File: src/hdl/gab_pkg.sv
// gab_pkg: shared types, register codes and limit functions for the glyph blit
// used by every module of glyph_alpha_blit; no dependencies
`timescale 1ns / 1ps

package gab_pkg;

	localparam int FRAME_MAX = 4096;
	localparam int GLYPH_MAX = 255;

	localparam int CNT_W   = 8;
	localparam int POS_W   = 13;
	localparam int BASE_W  = 26;
	localparam int ADDR_W  = 24;
	localparam int IDX_W   = 3;
	localparam int DATA_W  = 32;
	localparam int QDEPTH  = 2;

	localparam logic [IDX_W-1:0] REG_DEST_X       = 3'd0;
	localparam logic [IDX_W-1:0] REG_DEST_Y       = 3'd1;
	localparam logic [IDX_W-1:0] REG_GLYPH_WIDTH  = 3'd2;
	localparam logic [IDX_W-1:0] REG_GLYPH_HEIGHT = 3'd3;
	localparam logic [IDX_W-1:0] REG_FRAME_WIDTH  = 3'd4;
	localparam logic [IDX_W-1:0] REG_FRAME_HEIGHT = 3'd5;
	localparam logic [IDX_W-1:0] REG_TINT_COLOR   = 3'd6;

	typedef struct packed {
		logic [11:0]      dest_x;
		logic [11:0]      dest_y;
		logic [7:0]       glyph_w;
		logic [7:0]       glyph_h;
		logic [POS_W-1:0] frame_w;
		logic [POS_W-1:0] frame_h;
		logic [31:0]      tint;
	} cfg_t;

	typedef struct packed {
		logic              in_frame;
		logic              last;
		logic [POS_W-1:0]  x;
		logic [BASE_W-1:0] row_base;
		logic [7:0]        alpha;
		logic [31:0]       dst;
	} item_t;

	function automatic logic [7:0] limit_glyph(input logic [7:0] v);
		logic [7:0] r;
		r = v;
		if (v == 8'd0)
			r = 8'd1;
		else if (int'(v) > GLYPH_MAX)
			r = 8'(GLYPH_MAX);
		return r;
	endfunction

	function automatic logic [POS_W-1:0] limit_frame(input logic [POS_W-1:0] v);
		logic [POS_W-1:0] r;
		r = v;
		if (int'(v) > FRAME_MAX)
			r = POS_W'(FRAME_MAX);
		return r;
	endfunction

endpackage

File: src/hdl/gab_front.sv
// gab_front: raster counters, clipping, address row base and effective alpha
// depends on gab_pkg; feeds gab_queue
`timescale 1ns / 1ps

module gab_front (
	input  logic            clk,
	input  logic            arst_n,
	input  gab_pkg::cfg_t   cfg,
	input  logic            in_valid,
	output logic            in_ready,
	input  logic [7:0]      coverage,
	input  logic [31:0]     dst_pixel,
	input  logic            full,
	output logic            push,
	output gab_pkg::item_t  push_item
);
	import gab_pkg::*;

	logic [CNT_W-1:0] col_q;
	logic [CNT_W-1:0] row_q;
	logic [7:0]       gw;
	logic [7:0]       gh;
	logic [POS_W-1:0] fw;
	logic [POS_W-1:0] fh;
	logic [POS_W-1:0] x;
	logic [POS_W-1:0] y;
	logic [CNT_W:0]   col_inc;
	logic [CNT_W:0]   row_inc;
	logic             col_end;
	logic             row_end;
	logic [15:0]      a_prod;

	assign gw = limit_glyph(cfg.glyph_w);
	assign gh = limit_glyph(cfg.glyph_h);
	assign fw = limit_frame(cfg.frame_w);
	assign fh = limit_frame(cfg.frame_h);

	assign x       = POS_W'(cfg.dest_x) + POS_W'(col_q);
	assign y       = POS_W'(cfg.dest_y) + POS_W'(row_q);
	assign col_inc = {1'b0, col_q} + 9'd1;
	assign row_inc = {1'b0, row_q} + 9'd1;
	assign col_end = col_inc >= {1'b0, gw};
	assign row_end = row_inc >= {1'b0, gh};
	assign a_prod  = 16'(coverage) * 16'(cfg.tint[7:0]);

	assign in_ready = !full;
	assign push     = in_valid && !full;

	always_comb begin
		push_item.in_frame = (x < fw) && (y < fh);
		push_item.last     = col_end && row_end;
		push_item.x        = x;
		push_item.row_base = BASE_W'(y) * BASE_W'(fw);
		push_item.alpha    = a_prod[15:8];
		push_item.dst      = dst_pixel;
	end

	always_ff @(posedge clk or negedge arst_n) begin
		if (!arst_n) begin
			col_q <= '0;
			row_q <= '0;
		end else if (push) begin
			if (col_end) begin
				col_q <= '0;
				row_q <= row_end ? '0 : row_inc[CNT_W-1:0];
			end else begin
				col_q <= col_inc[CNT_W-1:0];
			end
		end
	end

endmodule

File: src/hdl/gab_queue.sv
// gab_queue: two-entry register queue between front and back
// depends on gab_pkg
`timescale 1ns / 1ps

module gab_queue (
	input  logic            clk,
	input  logic            arst_n,
	input  logic            push,
	input  gab_pkg::item_t  push_item,
	input  logic            pop,
	output logic            full,
	output logic            nonempty,
	output gab_pkg::item_t  head
);
	import gab_pkg::*;

	item_t       entry_q [QDEPTH];
	logic        wr_ptr_q;
	logic        rd_ptr_q;
	logic [1:0]  count_q;

	assign full     = count_q == 2'(QDEPTH);
	assign nonempty = count_q != 2'd0;
	assign head     = entry_q[rd_ptr_q];

	always_ff @(posedge clk) begin
		if (push)
			entry_q[wr_ptr_q] <= push_item;
	end

	always_ff @(posedge clk or negedge arst_n) begin
		if (!arst_n) begin
			wr_ptr_q <= 1'b0;
			rd_ptr_q <= 1'b0;
			count_q  <= 2'd0;
		end else begin
			if (push)
				wr_ptr_q <= !wr_ptr_q;
			if (pop)
				rd_ptr_q <= !rd_ptr_q;
			if (push && !pop)
				count_q <= count_q + 2'd1;
			else if (pop && !push)
				count_q <= count_q - 2'd1;
		end
	end

endmodule

File: src/hdl/gab_back.sv
// gab_back: channel blend in two stages with the result register
// depends on gab_pkg; drains gab_queue
`timescale 1ns / 1ps

module gab_back (
	input  logic                       clk,
	input  logic                       arst_n,
	input  gab_pkg::cfg_t              cfg,
	input  logic                       nonempty,
	input  gab_pkg::item_t             head,
	output logic                       pop,
	output logic                       out_valid,
	input  logic                       out_ready,
	output logic                       write_enable,
	output logic [gab_pkg::ADDR_W-1:0] address,
	output logic [31:0]                pixel,
	output logic                       last
);
	import gab_pkg::*;

	logic              valid_s1;
	logic              in_frame_s1;
	logic              last_s1;
	logic [ADDR_W-1:0] addr_s1;
	logic [7:0]        dst_a_s1;
	logic [23:0]       src_prod_s1 [3];
	logic [15:0]       dst_prod_s1 [3];

	logic [23:0]       src_prod [3];
	logic [15:0]       dst_prod [3];
	logic [7:0]        chan [3];
	logic              adv_s1;

	assign adv_s1 = !out_valid || out_ready;
	assign pop    = nonempty && (!valid_s1 || adv_s1);

	always_comb begin
		for (int i = 0; i < 3; i++) begin
			src_prod[i] = 24'({cfg.tint[31-8*i -: 8], 8'd0} - 16'(cfg.tint[31-8*i -: 8]))
				* 24'(head.alpha);
			dst_prod[i] = 16'(head.dst[31-8*i -: 8]) * 16'(8'd255 - head.alpha);
		end
	end

	always_comb begin
		for (int i = 0; i < 3; i++)
			chan[i] = src_prod_s1[i][23:16] + dst_prod_s1[i][15:8];
	end

	always_ff @(posedge clk) begin
		if (pop) begin
			in_frame_s1 <= head.in_frame;
			last_s1     <= head.last;
			addr_s1     <= ADDR_W'(head.row_base + BASE_W'(head.x));
			dst_a_s1    <= head.dst[7:0];
			for (int i = 0; i < 3; i++) begin
				src_prod_s1[i] <= src_prod[i];
				dst_prod_s1[i] <= dst_prod[i];
			end
		end
		if (valid_s1 && adv_s1) begin
			write_enable <= in_frame_s1;
			last         <= last_s1;
			address      <= in_frame_s1 ? addr_s1 : '0;
			pixel        <= in_frame_s1 ? {chan[0], chan[1], chan[2], dst_a_s1} : '0;
		end
	end

	always_ff @(posedge clk or negedge arst_n) begin
		if (!arst_n) begin
			valid_s1  <= 1'b0;
			out_valid <= 1'b0;
		end else begin
			if (pop)
				valid_s1 <= 1'b1;
			else if (adv_s1)
				valid_s1 <= 1'b0;
			if (adv_s1)
				out_valid <= valid_s1;
		end
	end

endmodule

File: src/hdl/glyph_alpha_blit.sv
// glyph_alpha_blit: top level with configuration registers, front, queue and back
// depends on gab_pkg, gab_front, gab_queue, gab_back
`timescale 1ns / 1ps

// Tinted alpha blit of one glyph coverage map into an RGBA8888 frame. Feed one
// coverage byte per beat in raster order over the glyph rectangle, together with
// the frame word at that spot; each beat returns exactly one result with the
// word address, the blended pixel, a write enable that is low for clipped
// positions (address and pixel then read zero) and last on the final pixel.
// The block sustains one beat per clock while out_ready is high. Each beat is
// registered in the queue and in the back end's per-channel multiply and
// result stages. A two-entry queue lets input keep flowing while a result waits.
// Write the configuration registers only while nothing is in flight; writes do
// not touch the raster counters.

module glyph_alpha_blit (
	input  logic                       clk,
	input  logic                       arst_n,
	input  logic                       cfg_write,
	input  logic [gab_pkg::IDX_W-1:0]  cfg_index,
	input  logic [gab_pkg::DATA_W-1:0] cfg_data,
	input  logic                       in_valid,
	output logic                       in_ready,
	input  logic [7:0]                 coverage,
	input  logic [31:0]                dst_pixel,
	output logic                       out_valid,
	input  logic                       out_ready,
	output logic                       write_enable,
	output logic [gab_pkg::ADDR_W-1:0] address,
	output logic [31:0]                pixel,
	output logic                       last
);
	import gab_pkg::*;

	cfg_t  cfg_q;
	item_t push_item;
	item_t head;
	logic  push;
	logic  pop;
	logic  full;
	logic  nonempty;

	always_ff @(posedge clk or negedge arst_n) begin
		if (!arst_n) begin
			cfg_q.dest_x  <= '0;
			cfg_q.dest_y  <= '0;
			cfg_q.glyph_w <= 8'd1;
			cfg_q.glyph_h <= 8'd1;
			cfg_q.frame_w <= POS_W'(1);
			cfg_q.frame_h <= POS_W'(1);
			cfg_q.tint    <= '1;
		end else if (cfg_write) begin
			unique case (cfg_index)
				REG_DEST_X:       cfg_q.dest_x  <= cfg_data[11:0];
				REG_DEST_Y:       cfg_q.dest_y  <= cfg_data[11:0];
				REG_GLYPH_WIDTH:  cfg_q.glyph_w <= cfg_data[7:0];
				REG_GLYPH_HEIGHT: cfg_q.glyph_h <= cfg_data[7:0];
				REG_FRAME_WIDTH:  cfg_q.frame_w <= cfg_data[POS_W-1:0];
				REG_FRAME_HEIGHT: cfg_q.frame_h <= cfg_data[POS_W-1:0];
				REG_TINT_COLOR:   cfg_q.tint    <= cfg_data[31:0];
				default: begin
				end
			endcase
		end
	end

	gab_front u_front (
		.clk       (clk),
		.arst_n    (arst_n),
		.cfg       (cfg_q),
		.in_valid  (in_valid),
		.in_ready  (in_ready),
		.coverage  (coverage),
		.dst_pixel (dst_pixel),
		.full      (full),
		.push      (push),
		.push_item (push_item)
	);

	gab_queue u_queue (
		.clk       (clk),
		.arst_n    (arst_n),
		.push      (push),
		.push_item (push_item),
		.pop       (pop),
		.full      (full),
		.nonempty  (nonempty),
		.head      (head)
	);

	gab_back u_back (
		.clk          (clk),
		.arst_n       (arst_n),
		.cfg          (cfg_q),
		.nonempty     (nonempty),
		.head         (head),
		.pop          (pop),
		.out_valid    (out_valid),
		.out_ready    (out_ready),
		.write_enable (write_enable),
		.address      (address),
		.pixel        (pixel),
		.last         (last)
	);

endmodule

File: config.mk
export PLATFORM = sky130hd
export DESIGN_NAME = glyph_alpha_blit
export DESIGN_NICKNAME = d
export VERILOG_FILES = /design/src/hdl/gab_pkg.sv /design/src/hdl/gab_front.sv /design/src/hdl/gab_queue.sv /design/src/hdl/gab_back.sv /design/src/hdl/glyph_alpha_blit.sv
export SDC_FILE = /design/constraint.sdc
export NUM_CORES = 2
export LEC_CHECK = 0
export CAP_MARGIN = 20
export CORE_UTILIZATION = 50
export DETAILED_ROUTE_END_ITERATION = 6
export DONT_BUFFER_PORTS = 1
export GPL_ROUTABILITY_DRIVEN = 0
export MAX_ROUTING_LAYER = met4
export SLEW_MARGIN = 20
export SYNTH_ARGS = -nofsm -noshare
export SYNTH_HDL_FRONTEND = slang
export SYNTH_SLANG_ARGS = --single-unit
File: constraint.sdc
create_clock -name clk -period 8.1 [get_ports clk]
set_input_delay 1.62 -clock clk [delete_from_list [all_inputs] [get_ports clk]]
set_output_delay 1.62 -clock clk [all_outputs]
set_load 0.02 [all_outputs]
Yosys cells after proc, flatten, opt, wreduce, memory -nomap -nowiden:

Memory sizes are Yosys's and may differ from the RTL's.
Index checks and enable logic that the tools add are counted.

* output and inout port bits: 60
* RAM bits: 282
* bits of input ports: 80
* memories: 3
* flip-flop bits (word level): 212

* $lt $le $gt $ge: 6
* equal/unequal tests: 7
* reduce and logical (&&, ||, !) cells: 30
* add/subtract/negate cells: 14
* $mul: 8
* muxes and demuxes: 14

Memories
* u_queue.entry_q: depth 2, bits a word 81, rd ports 1, clocked after memory_dff 0, write ports 1, RTL line gab_queue.sv:17 `item_t entry_q [QDEPTH];`
* u_back.src_prod_s1: depth 3, bits a word 24, rd ports 3, clocked after memory_dff 0, write ports 3, RTL line gab_back.sv:26 `logic [23:0] src_prod_s1 [3];`
* u_back.dst_prod_s1: depth 3, bits a word 16, rd ports 3, clocked after memory_dff 0, write ports 3, RTL line gab_back.sv:27 `logic [15:0] dst_prod_s1 [3];`

Operators by type and width (number)
* 24-bit by 8-bit multiplier with 24-bit output: 3
* 16-bit by 8-bit subtractor with 17-bit output: 3
* 8-bit by 16-bit multiplier with 16-bit output: 3
* 8-bit 2-to-1 mux: 4
* 12-bit by 8-bit adder with 13-bit output: 2
* 13-bit > comparator, second input constant: 2
* 13-bit < comparator: 2
* 13-bit by 13-bit multiplier with 26-bit output: 1
* 13-bit 2-to-1 mux: 2
* 24-bit by 13-bit adder with 24-bit output: 1
* 8-bit adder: 3
* 8-bit by 1-bit adder with 9-bit output, second input constant: 2
* 9-bit by 8-bit >= comparator with 1-bit output: 2
* 8-bit zero test: 2
* 8-bit by 8-bit multiplier with 16-bit output: 1
* 2-bit AND reduction: 8
* 3-bit == test, second input constant: 3
* 8-bit by 8-bit subtractor with 9-bit output, first input constant: 1
* 1-bit logical AND: 7
* 1-bit zero test: 7
* 3-bit by 2-bit == test with 1-bit output, second input constant: 2
* 1-bit 2-to-1 mux: 6
* 2-bit nonzero test: 3
* 2-bit 2-to-1 mux: 2
* other kinds (6): 7

Depth between registers and ports, before layout:

* word-level depth: 7
* depth in mapped cells: 27
* mapped depth without buffers: 27

Modules after synthesis:

A second synthesis with hierarchy kept.

* cells, all modules: 4355
* area, all modules: 45636.3 um2

By module, submodules not included
* gab_back: cells each 2594, area an instance 25015.2 um2, times used 1
* gab_front: cells each 1281, area an instance 10369.9 um2, times used 1
* gab_queue: cells each 268, area an instance 6433.7 um2, times used 1
* glyph_alpha_blit: cells each 212, area an instance 3817.4 um2, times used 1

Worst setup path after synthesis:

Ideal clock, no wire load.

* kind: reg-to-reg
* start: register u_front.row_q[0]
* end: memory u_queue.entry_q[0][63] (netlist bit) (data pin)
* cell stages (with the launch flop): 26
* arrival: 6.515 ns
* path slack: 1.321 ns
* data required time: 7.835 ns
* path buffers: 0
* cells stage by stage: dfrtp_1 -> ha_1 -> fa_1 -> a21o_1 -> a21oi_2 -> o211a_1 -> or2_1 -> xor2_1 -> nor2_1 -> fa_1 -> inv_1 -> fa_1 -> inv_1 -> fa_1 -> fa_1 -> inv_1 -> fa_1 -> inv_1 -> ha_1 -> or3_1 -> a211oi_1 -> nor3_1 -> nor3_1 -> nor3_1 -> a31oi_1 -> xnor2_1

RTL lines
* from (decl): RTL line gab_front.sv:20 `logic [CNT_W-1:0] row_q;`
* from (signal assigned): RTL line gab_front.sv:65 `row_q <= row_end ? '0 : row_inc[CNT_W-1:0];`
* to (decl): RTL line gab_queue.sv:17

==> metrics.txt <==
# TYPE chip_impl_metric gauge
chip_impl_metric{name="max_clock_freq",unit="GHz"} 0.138
chip_impl_info{name="synth.largest_area_cell",value="sky130_fd_sc_hd__fa_1"} 1
chip_impl_metric{name="fp.coreArea",unit="um^2"} 86800
chip_impl_metric{name="finalClockSkew",unit="ps"} 44.4
chip_impl_info{name="setup_crit_end_kind",value="flop"} 1
chip_impl_info{name="clockRootBuffer",value="sky130_fd_sc_hd__clkbuf_16"} 1
chip_impl_metric{name="io-pin-count",unit=""} 140
chip_impl_info{name="outcome",value="completed"} 1
chip_impl_info{name="hold_path.startpoint",value="u_back.valid_s1"} 1
chip_impl_metric{name="die-width",unit="um"} 298
chip_impl_metric{name="clkLatencyLatePin",unit="ps"} 630
chip_impl_metric{name="cts_num_sinks",unit=""} 418
chip_impl_metric{name="clkSlewWorstSetupHoldPaths",unit="ps"} 50
chip_impl_metric{name="report.final.setup_viol",unit=""} 0
chip_impl_metric{name="synth_fp_nets",unit=""} 5297
chip_impl_metric{name="layout-area-overhead-vs-synth",unit="%"} 6.91
chip_impl_metric{name="post-dp-hpwl",unit="um"} 80700
chip_impl_info{name="most_area_consuming_cells_after_synthesis",value="sky130_fd_sc_hd__fa_1, sky130_fd_sc_hd__edfxtp_1, sky130_fd_sc_hd__ha_1, sky130_fd_sc_hd__inv_1, sky130_fd_sc_hd__dfrtp_1"} 1
chip_impl_metric{name="register_area",unit="um^2"} 12000
chip_impl_info{name="start_kind",value="flop"} 1
chip_impl_metric{name="grt_util_all_layers",unit="%"} 25.0
chip_impl_metric{name="cp_data_arrival_time",unit="ps"} 7590
chip_impl_metric{name="die_area",unit="um^2"} 88700
chip_impl_metric{name="yosysWarningCount",unit=""} 0
chip_impl_info{name="unrepaired_setup_endpoints_after_global_routing",value="false"} 1
chip_impl_metric{name="setup_tns",unit="ps"} 0
chip_impl_metric{name="cts_hold_buf",unit=""} 0
chip_impl_metric{name="synth_area",unit="um^2"} 43700
chip_impl_metric{name="floorplan.die.height",unit="um"} 298
chip_impl_metric{name="final_net_count",unit=""} 5279
chip_impl_metric{name="postSynthRegisterBits",unit=""} 418
chip_impl_metric{name="worstPathRequired",unit="ps"} 8450
chip_impl_metric{name="antenna_found_initial",unit=""} 0
chip_impl_metric{name="syn_inst",unit=""} 4259
chip_impl_metric{name="post_synth.cell_area_avg",unit="um^2"} 10.3
chip_impl_metric{name="post-synth-top-area-fraction",unit="%"} 26.5
chip_impl_info{name="hold_path_class",value="flop to flop"} 1
chip_impl_metric{name="drt_drc_violations_left",unit=""} 0
chip_impl_metric{name="postLayoutSetupSlackWorst",unit="ps"} 857
chip_impl_metric{name="route.vias.total",unit=""} 29200
chip_impl_metric{name="first_global_vias",unit=""} 31200
chip_impl_metric{name="hold_viol",unit=""} 0
chip_impl_metric{name="portBuffers",unit=""} 0
chip_impl_metric{name="part_of_the_yosys_area_used_for_sequential_elements",unit="%"} 27.4
chip_impl_metric{name="final_cycle_share",unit="%"} 89.4
chip_impl_metric{name="overflow",unit=""} 0
chip_impl_metric{name="tightest_slew",unit="ps"} 1120
chip_impl_metric{name="avgViaCountPerCell",unit=""} 5.37
chip_impl_metric{name="grt_first_pass_wirelength",unit="um"} 170000
chip_impl_metric{name="post_cts_buffers",unit=""} 0
chip_impl_metric{name="initial_core_util",unit="%"} 50.4
chip_impl_metric{name="ys_async_sr_fraction",unit="%"} 28.7
chip_impl_metric{name="wl_per_cell",unit="um"} 19.0
chip_impl_metric{name="drive_above_1_share",unit="%"} 8.74
chip_impl_metric{name="max-cap-violations",unit=""} 0
chip_impl_info{name="regToRegStartpoint",value="u_front.row_q[0]"} 1
chip_impl_metric{name="synth.distinct_cells",unit=""} 98
chip_impl_metric{name="slew-limit-headroom",unit="%"} 23.8
chip_impl_metric{name="dp_worst_setup_slack",unit="ps"} 837
chip_impl_info{name="tritoncts",value="yes"} 1
chip_impl_metric{name="pin_count_of_the_biggest_net_entering_global_routing",unit=""} 121
chip_impl_metric{name="initialDrtViolationCount",unit=""} 1506
chip_impl_info{name="ys_top_cells_by_count",value="sky130_fd_sc_hd__inv_1, sky130_fd_sc_hd__fa_1, sky130_fd_sc_hd__nand2_1, sky130_fd_sc_hd__nor2_1, sky130_fd_sc_hd__ha_1"} 1
chip_impl_metric{name="slew_violations",unit=""} 0
chip_impl_metric{name="detail_route.first_pass.iterations",unit=""} 7
chip_impl_metric{name="synth_enable_flop_cells",unit=""} 298
chip_impl_metric{name="cts_resized",unit=""} 0
chip_impl_metric{name="cts_max_level",unit=""} 2
chip_impl_metric{name="antenna_left",unit=""} 0
chip_impl_metric{name="cts_made_buffers",unit=""} 50
chip_impl_metric{name="placement_rows",unit=""} 108
chip_impl_info{name="synth.most_common_cell",value="sky130_fd_sc_hd__inv_1"} 1
chip_impl_metric{name="totalWireLength",unit="um"} 104000
chip_impl_metric{name="cts_max_path_buffers",unit=""} 3
chip_impl_info{name="worstSetupPathType",value="flop to flop"} 1
chip_impl_info{name="synth_flop_cell",value="sky130_fd_sc_hd__edfxtp_1"} 1
chip_impl_metric{name="cp_max_fo",unit=""} 10
chip_impl_metric{name="multi_input_area",unit="um^2"} 28700
chip_impl_metric{name="fill_cells",unit=""} 7791
chip_impl_info{name="crit_path_start",value="u_front.row_q[0]"} 1
chip_impl_metric{name="period_minus_slack",unit="ps"} 7240
-- placed cells by master (no fill, tap or decap), types with 18 or more instances in the layout --
cell	netlist	layout
sky130_fd_sc_hd__a21o_1	32	32
sky130_fd_sc_hd__a21oi_1	76	76
sky130_fd_sc_hd__and2_1	130	129
sky130_fd_sc_hd__and3_1	23	22
sky130_fd_sc_hd__buf_4	0	47
sky130_fd_sc_hd__clkbuf_16	0	50
sky130_fd_sc_hd__clkinv_1	12	18
sky130_fd_sc_hd__dfrtp_1	84	83
sky130_fd_sc_hd__dfstp_2	36	36
sky130_fd_sc_hd__edfxtp_1	298	298
sky130_fd_sc_hd__fa_1	578	578
sky130_fd_sc_hd__ha_1	380	380
sky130_fd_sc_hd__inv_1	690	689
sky130_fd_sc_hd__mux2_2	161	161
sky130_fd_sc_hd__mux2i_1	38	33
sky130_fd_sc_hd__nand2_1	496	496
sky130_fd_sc_hd__nand2b_1	28	28
sky130_fd_sc_hd__nand3_1	49	49
sky130_fd_sc_hd__nor2_1	433	432
sky130_fd_sc_hd__nor2b_1	33	33
sky130_fd_sc_hd__nor3_1	46	45
sky130_fd_sc_hd__o21a_1	41	41
sky130_fd_sc_hd__o21ai_0	68	68
sky130_fd_sc_hd__xnor2_1	125	125
sky130_fd_sc_hd__xor2_1	66	66
-- sequential cells by signal, summed over array words and instances, names as in the netlist, 8 cells and up --
register,count
u_back.pixel,32
u_back.addr_s1,24
u_queue.entry_q,158
u_front.col_q,8
u_back.dst_a_s1,8
u_front.row_q,8
u_back.dst_prod_s1,24
cfg_q,98
u_back.src_prod_s1,24
u_back.address,24
-- through the flow --
stage | utilization, % | instance area, um^2 | cells | hold slack [ps]
6_report | 53.9 | 46800 | 5437 | 497
3_5_place_dp | 52.1 | 45200 | 5343 | 483
2_1_floorplan | - | 43700 | 4259 | 400
3_3_place_gp | 52.1 | 45200 | 5343 | 479
5_1_grt | 53.9 | 46800 | 5436 | 511
4_1_cts | 53.9 | 46700 | 5435 | 493
-- logic make-up (layout without fill, tap and decap cells) --
logic type | count (synthesis) | count (layout) | synth area share (%)
other cells | 0 | 1 | 0
xor+xnor | 191 | 191 | 3.82
buf+inv | 823 | 845 | 7.15
compound gates | 343 | 343 | 5.52
fa+ha+maj | 958 | 958 | 37.3
flops | 418 | 418 | 27.4
mux | 203 | 203 | 5.17
simple gates | 1323 | 1323 | 13.6
-- final timing paths --
| path | depth (start not counted) | slack, ps | endpoint |
|---|---|---|---|
| min in group asynchronous | 0 | 690 | cfg_q[82] |
| worst min register to register | 1 | 500 | u_back.out_valid |
| worst max-delay path | 26 | 860 | u_queue.entry_q[0][63] |
| max in group asynchronous | 0 | 7070 | cfg_q[58] |
| worst max register to register | 26 | 860 | u_queue.entry_q[0][63] |
| worst min-delay path | 1 | 500 | u_back.out_valid |
-- layout make-up --
cell class	instances	share of cell area, %
clock buffers	71	2.95
inverters	704	5.66
clock inverters	21	0.428
well taps	1155	3.09
flip-flops and latches	418	25.7
repair buffers	49	0.829
diodes	1	0.00535
multi-input cells	3018	61.4
-- layer usage --
metal  GRT usage (%)  wire (um)  vias up
li1                -          -    13700
met1            31.9      44600    14700
met2            42.8      51800      673
met3            2.73       4900      119
met4            5.60       2230        0
met5               -          0        -
-- critical path: stages (launching register included) --
cell and delay, ps:
sky130_fd_sc_hd__dfrtp_1 470, sky130_fd_sc_hd__ha_1 250, sky130_fd_sc_hd__fa_1 400, sky130_fd_sc_hd__a21o_1 210, sky130_fd_sc_hd__a21oi_2 240, sky130_fd_sc_hd__o211a_1 180
sky130_fd_sc_hd__or2_1 150, sky130_fd_sc_hd__xor2_1 160, sky130_fd_sc_hd__buf_4 190, sky130_fd_sc_hd__nor2_1 80, sky130_fd_sc_hd__fa_1 560, sky130_fd_sc_hd__inv_1 50
sky130_fd_sc_hd__fa_1 500, sky130_fd_sc_hd__inv_1 60, sky130_fd_sc_hd__fa_1 480, sky130_fd_sc_hd__fa_1 540, sky130_fd_sc_hd__inv_1 50, sky130_fd_sc_hd__fa_1 470
sky130_fd_sc_hd__inv_1 40, sky130_fd_sc_hd__ha_1 200, sky130_fd_sc_hd__or3_1 370, sky130_fd_sc_hd__a211oi_1 380, sky130_fd_sc_hd__nor3_1 140, sky130_fd_sc_hd__nor3_1 390
sky130_fd_sc_hd__nor3_1 100, sky130_fd_sc_hd__a31oi_1 220, sky130_fd_sc_hd__xnor2_1 110
Power is left out: the tool's default activity adds up to more than one toggle a clock period on the data nets, which glitch-free logic cannot reach.
